==> config.mk <==
export PLATFORM = sky130hd
export DESIGN_NAME = tlqe_norm_step
export DESIGN_NICKNAME = d
export VERILOG_FILES = /design/src/rtl/core/tlqe_pkg.sv /design/src/rtl/core/tlqe_norm_step.sv
export SDC_FILE = /design/constraint.sdc
export NUM_CORES = 1
export LEC_CHECK = 0
export BUFFER_PORTS_ARGS = -buffer_cell sky130_fd_sc_hd__buf_2
export CAP_MARGIN = 25
export CORE_AREA = 2 2 641 643
export DETAILED_ROUTE_END_ITERATION = 10
export DIE_AREA = 0 0 643 645
export PLACE_DENSITY = 0.3
export SLEW_MARGIN = 20
export SYNTH_ARGS = -nofsm -noshare
export SYNTH_HDL_FRONTEND = slang
export SYNTH_SLANG_ARGS = --single-unit
==> constraint.sdc <==
create_clock -name clock -period 21.5 [get_ports clock]
set_clock_uncertainty 0.05 [all_clocks]
set_input_delay 3.225 -clock clock [delete_from_list [all_inputs] [get_ports clock]]
set_output_delay 3.225 -clock clock [all_outputs]
set_load 0.005 [all_outputs]
==> src/rtl/core/tlqe_pkg.sv <==
`default_nettype none
package tlqe_pkg;

   // Field widths of the request and response payloads.
   localparam int CoordW = 16;
   localparam int ThickW = 12;
   localparam int ColorW = 8;
   localparam int SlotW  = 16;
   localparam int HalfW  = 13;

   // Widths inside the normal computation.
   localparam int AbsW  = 16;               // |dx|, |dy|
   localparam int SqW   = 2 * AbsW;         // squares
   localparam int SumW  = SqW + 2;          // dx^2 + dy^2
   localparam int TgtW  = SqW + 30;         // a^2 << 30
   localparam int KW    = 15;               // normal magnitude, Q1.14
   localparam int QW    = 52;               // t * s, signed
   localparam int PW    = 70;               // t^2 * s, signed headroom
   localparam int ProdW = KW + HalfW;       // |n| * H
   localparam int OffW  = 14;               // signed offset, Q.4

   // Register indexes of the configuration port.
   localparam logic [1:0] RegGlowMargin = 2'd0;
   localparam logic [1:0] RegGlowAlpha  = 2'd1;
   localparam logic [1:0] RegCoreAlpha  = 2'd2;

   // Reset values of the configuration registers.
   localparam logic [11:0] GlowMarginReset = 12'd224;
   localparam logic [7:0]  GlowAlphaReset  = 8'd60;
   localparam logic [7:0]  CoreAlphaReset  = 8'd255;

   // One segment as it travels down the pipeline.
   typedef struct packed {
      logic signed [CoordW-1:0] sx;
      logic signed [CoordW-1:0] sy;
      logic signed [CoordW-1:0] ex;
      logic signed [CoordW-1:0] ey;
      logic [ThickW-1:0]        thick;
      logic [HalfW-1:0]         glow_h;
      logic [ColorW-1:0]        red;
      logic [ColorW-1:0]        green;
      logic [ColorW-1:0]        blue;
      logic [SlotW-1:0]         slot;
      logic                     neg_x;
      logic                     neg_y;
      logic                     zero;
      logic [AbsW-1:0]          adx;
      logic [AbsW-1:0]          ady;
      logic [SqW-1:0]           sq_dx;
      logic [SqW-1:0]           sq_dy;
      logic [SumW-1:0]          s;
      logic [TgtW-1:0]          tgt_x;
      logic [TgtW-1:0]          tgt_y;
      logic signed [PW-1:0]     p_x;
      logic signed [PW-1:0]     p_y;
      logic signed [QW-1:0]     q_x;
      logic signed [QW-1:0]     q_y;
      logic [KW-1:0]            k_x;
      logic [KW-1:0]            k_y;
      logic [ProdW-1:0]         m_gx;
      logic [ProdW-1:0]         m_gy;
      logic [ProdW-1:0]         m_cx;
      logic [ProdW-1:0]         m_cy;
      logic signed [OffW-1:0]   o_gx;
      logic signed [OffW-1:0]   o_gy;
      logic signed [OffW-1:0]   o_cx;
      logic signed [OffW-1:0]   o_cy;
   } pipe_type;

endpackage
`default_nettype wire

==> src/rtl/core/tlqe_norm_step.sv <==
`default_nettype none
// One bit of the normal magnitude search for both components. Keeps
// P = t^2 * s and Q = t * s with t = 2k - 1, and tries k + 2^BIT.
module tlqe_norm_step #(
   parameter int BIT = 0
) (
   input  wire                  clock,
   input  wire                  reset,
   input  wire                  in_valid,
   output logic                 in_ready,
   input  tlqe_pkg::pipe_type   in_data,
   output logic                 out_valid,
   input  wire                  out_ready,
   output tlqe_pkg::pipe_type   out_data
);
   import tlqe_pkg::*;

   logic                 valid_ff;
   pipe_type             data_ff;
   pipe_type             data_in;
   logic                 advance;
   logic signed [PW-1:0] s_ext;
   logic signed [QW-1:0] s_extq;
   logic signed [PW-1:0] trial_x;
   logic signed [PW-1:0] trial_y;
   logic signed [PW-1:0] tgt_x_ext;
   logic signed [PW-1:0] tgt_y_ext;

   assign advance   = !valid_ff || out_ready;
   assign in_ready  = advance;
   assign out_valid = valid_ff;
   assign out_data  = data_ff;

   // Trial square for the raised k and the compare against the target.
   always_comb begin
      s_ext     = PW'(in_data.s);
      s_extq    = QW'(in_data.s);
      tgt_x_ext = PW'(in_data.tgt_x);
      tgt_y_ext = PW'(in_data.tgt_y);
      trial_x   = in_data.p_x + (PW'(in_data.q_x) <<< (BIT + 2))
                  + (s_ext <<< (2 * BIT + 2));
      trial_y   = in_data.p_y + (PW'(in_data.q_y) <<< (BIT + 2))
                  + (s_ext <<< (2 * BIT + 2));
      data_in   = in_data;
      if (trial_x <= tgt_x_ext) begin
         data_in.p_x      = trial_x;
         data_in.q_x      = in_data.q_x + (s_extq <<< (BIT + 1));
         data_in.k_x[BIT] = 1'b1;
      end
      if (trial_y <= tgt_y_ext) begin
         data_in.p_y      = trial_y;
         data_in.q_y      = in_data.q_y + (s_extq <<< (BIT + 1));
         data_in.k_y[BIT] = 1'b1;
      end
   end

   always_ff @(posedge clock) begin
      if (reset) begin
         valid_ff <= 1'b0;
      end else if (advance) begin
         valid_ff <= in_valid;
      end
      if (advance && in_valid) begin
         data_ff <= data_in;
      end
   end

endmodule
`default_nettype wire

Word level (Yosys, flattened, before mapping)
Index checks and enable logic that the tools add are counted.
{"block": "word_totals", "regBits": 829, "wordCells": 52}
{"block": "op_classes", "addsub": 6, "order_cmp": 2, "n_mux": 4, "n_reduce_logical": 3}
{"cell": "$add 70x37->70", "count": 2}
{"cell": "$add 70x54->70", "count": 2}
{"cell": "$le 70x63->1", "count": 2}
{"cell": "$mux 70", "count": 2}
{"cell": "$add 52x36->52", "count": 2}
{"cell": "$mux 52", "count": 2}
{"cell": "$logic_and 1x1->1", "count": 1}
{"cell": "$logic_not 1->1", "count": 1}
{"cell": "$logic_or 1x1->1", "count": 1}

Depth between registers and ports, before layout
{"block": "logic_depth", "word_depth": 4, "mapped_depth": 31}

Least setup slack after synthesis
OpenSTA, ideal clock, no wires.
{"block": "synth_timing", "kind": "input -> register", "from": "input port out_ready", "to": "register data_ff, in the netlist out_data[0] (enable)", "setup_ps": 1309, "t_arrival_ps": 22063, "t_required_ps": 20141, "path_slack_ps": -1922, "path_stages": 2, "n_path_buf": 0, "path_cell_list": "nand2b_1 -> and2_1"}
{"block": "synth_via", "elab_chain_cells": 2}
{"item": "from (decl)", "line": "tlqe_norm_step.sv:13", "source": "input wire out_ready,"}
{"item": "$logic_or 1x1->1", "line": "tlqe_norm_step.sv:29", "source": "assign advance = !valid_ff || out_ready;"}
{"item": "$logic_and 1x1->1", "line": "tlqe_norm_step.sv:63", "source": "if (advance && in_valid) begin"}
{"item": "to (signal assigned)", "line": "tlqe_norm_step.sv:64", "source": "data_ff <= data_in;"}
{"item": "to (decl)", "line": "tlqe_norm_step.sv:19", "source": "pipe_type data_ff;"}
Every way passes these cells.
A chain may end at the register's enable or synchronous reset.

==> flow_metrics.py <==
metrics = {
    "setup_path": {
        "cp.required_ns": 21.98,
        "cp_slowest_cell": "buf_4",
        "critPathBufInv": 3,
        "crit_path_max_incr_delay_ns": 0.77,
        "setup.worst_path.start": "in_data[567]",
        "cp-end-kind": "flop",
        "r2r_end": "out_data[750]",
        "rr_worst_depth": 7,
        "cp_max_fo": 57,
        "cpLargestDelayFamily": "compound AO/OA/AOI/OAI gates",
        "worstSetupPathType": "in -> reg",
        "cp-start-kind": "primary input",
        "cp_data_arrival_time_ns": 12.15,
        "reg2reg_from": "out_valid",
        "reg2reg_setup_slack_ns": 16.88,
    },
    "die": {
        "fp.dieW_um": 643,
        "die_h_um": 645,
        "dieArea_um2": 414700,
        "ios": 1662,
        "initial_utilization": 0.1085,
        "fp-row-count": 235,
        "coreArea_um2": 408100,
    },
    "sta": {
        "rsz0062_at_grt": "false",
        "worstMarginPinSlew_ns": 1.128,
        "relSlewSlack": 0.2417,
        "hold_viol": 0,
        "timing.hold.ws_ns": 0.4879,
        "fmaxAchievable_mhz": 85.71,
        "layout_setup_ws_ns": 9.833,
        "setup_tns_ns": 0,
        "maxSlewViolCount": 0,
        "fin_crit_ns": 11.67,
        "finalCritPeriodShare": 0.5427,
        "setup_viol": 0,
    },
    "detailed_routing": {
        "drc": 0,
        "wl_met1_mm": 101.0,
        "top_layer": "met5",
        "met3RoutedLength_mm": 24.18,
        "drt-initial-drc-count": 2211,
        "first_pass_iters": 7,
        "viasPerCell": 3.473,
        "antenna_left": 0,
        "dr_wl_met2_mm": 191.4,
        "wl_mm": 335.8,
        "dr_total_vias": 37640,
        "wl_per_cell_um": 30.99,
    },
    "run": {
        "drv_cap": 0,
    },
    "synthesis": {
        "synth_seq_area_share": 0.5619,
        "synth_cell_types": 83,
        "synth_area_um2": 44290,
        "yosys.cell_count.top_type": "edfxtp_1",
        "yosys.area.top_type_share": 0.5614,
        "synth_edf_count": 828,
        "synth_common_cells": "828 x edfxtp_1, 390 x ha_1, 310 x a21oi_1, 203 x inv_1, 173 x nor2_1",
        "ys.warnings.count": 0,
        "synthArstFlopShare": 0,
        "synthFlopType": "edfxtp_1",
        "ys_ff_latch": 829,
        "synthCells": 3417,
        "yosys.area.top_type": "edfxtp_1",
        "syn_nets": 4711,
        "syn_area_per_cell_um2": 12.96,
        "netlist_top_cells_area": "edfxtp_1 56%, ha_1 11%, mux2_2 3.7%, a21oi_1 3.5%, fa_1 3.3%",
    },
    "placed_design": {
        "hpwlAfterDp_mm": 290.3,
        "port_buffers": 1661,
        "pre_cts_ws_ns": 8.611,
        "placed_area_um2": 59430,
        "gp_congestion": 0.9403,
    },
    "cts": {
        "root_buffer": "clkbuf_16",
        "cts_hold_buf": 0,
        "cts_tree": "built",
        "numCtsBuffers": 122,
        "cts_num_sinks": 829,
        "post_cts_buffers": 0,
        "post_cts_resized": 0,
        "cts_buffer_depth": 4,
        "cts-htree-levels": 3,
        "insertion_delay_ns": 0.84,
        "clk_pin_slew_ns": 0.06,
    },
    "global_route": {
        "grt_usage": 0.1552,
        "grt_pass1_vias": 38570,
        "grt_max_degree": 123,
        "overflow": 0,
        "grt_pass1_wl_mm": 418.3,
        "antenna_found_initial": 240,
    },
    "final_layout": {
        "finalNetCount": 6440,
        "syn_to_final_growth_pct": 44.16,
        "stdcell_area_um2": 63850,
        "layout-drive-gt1-share": 0.3957,
    },
    "pwr": {
        "vdd_drop_max_v": 0.00007300,
        "pwr_density_cell_nw_per_um2": 92.55,
        "p_leak_uw": 0.02599,
    },
    "hold_path": {
        "hold_depth": 2,
        "hold_end": "out_valid",
        "worstHoldStart": "out_valid",
        "hold_path_class": "reg -> reg",
    },
    "status": {
        "status": "complete, no violations",
    },
}
registers in the layout, summed over array words and instances (netlist names):
signal     count
out_data     828
out_valid      1
stage by stage:
step	utilization	total power, µW	std cells
finish	0.1564	5909	10840
global placement	0.1455	3894	10470
detailed placement	0.1456	3886	10470
CTS	0.1555	6082	10690
global route	0.1561	6230	10780
floorplan	-	2980	3417
worst register-to-register path, stage by stage, from the launching register on:
cell	delay, ns
dfxtp_1	0.31
nand2b_1	0.11
and2_4	0.74
buf_4	0.73
buf_12	0.59
buf_4	0.88
buf_4	0.55
buf_16	0.31
power breakdown:
part / switching (µW) / leakage, µW / internal (µW)
Sequential: 61.2 / 0.00801 / 1990
Clock: 893 / 0.00194 / 1220
Combinational: 1110 / 0.0160 / 633
cell type report:
class,count,area (µm²)
antenna,143,357.8
clock buffer,137,3131
clock inverter,83,895.9
fill,45960,344300
inverter,203,762.0
multi-input combinational,2288,18320
sequential,829,24880
tap,5451,6820
timing repair buffer,1702,8673
cell usage in the layout, fill, tap and decap left out, types with 37 or more instances in the layout:
| cell | n |
|---|---|
| inv_1 | 203 |
| buf_2 | 1661 |
| a21oi_1 | 309 |
| nor3_1 | 40 |
| mux2_2 | 147 |
| clkbuf_16 | 123 |
| buf_4 | 37 |
| edfxtp_1 | 828 |
| xor2_1 | 77 |
| o21ai_0 | 127 |
| a21o_1 | 133 |
| nand2_1 | 154 |
| ha_1 | 390 |
| nor2_1 | 173 |
| o21bai_1 | 44 |
| diode_2 | 143 |
| xnor2_1 | 146 |
| nand3_1 | 57 |
| nand4_1 | 84 |
| fa_1 | 72 |
logic make-up (layout without fill, tap and decap cells):
kind of cell	Yosys count	count (layout)	share of synthesized area
buffers and inverters	300	2125	0.02667
muxes	157	157	0.03972
other	0	143	0
adders and majority gates	462	462	0.1427
DFF	829	829	0.5619
and+or+nand+nor	640	640	0.07111
AOI/OAI and AO/OA	806	806	0.1138
xor gates and xnor gates	223	223	0.04410
how the worst max path moves through the flow:
stage | cells past startpoint | slack (ns) | to
after global placement | 27 | 8.10 | out_data[242]
after detailed placement | 30 | 8.61 | out_data[242]
after CTS | 30 | 9.47 | out_data[242]
final | 30 | 9.83 | out_data[242]
after floorplan | 2 | 7.51 | out_data[0]
after global routing | 30 | 9.21 | out_data[242]
metal layers:
metal,GRT usage,up-vias
met5,0,-
met2,0.3140,1573
li1,-,16590
met1,0.1324,18660
met3,0.04988,681
met4,0.08116,128
(Power assumes the default switching activity.)
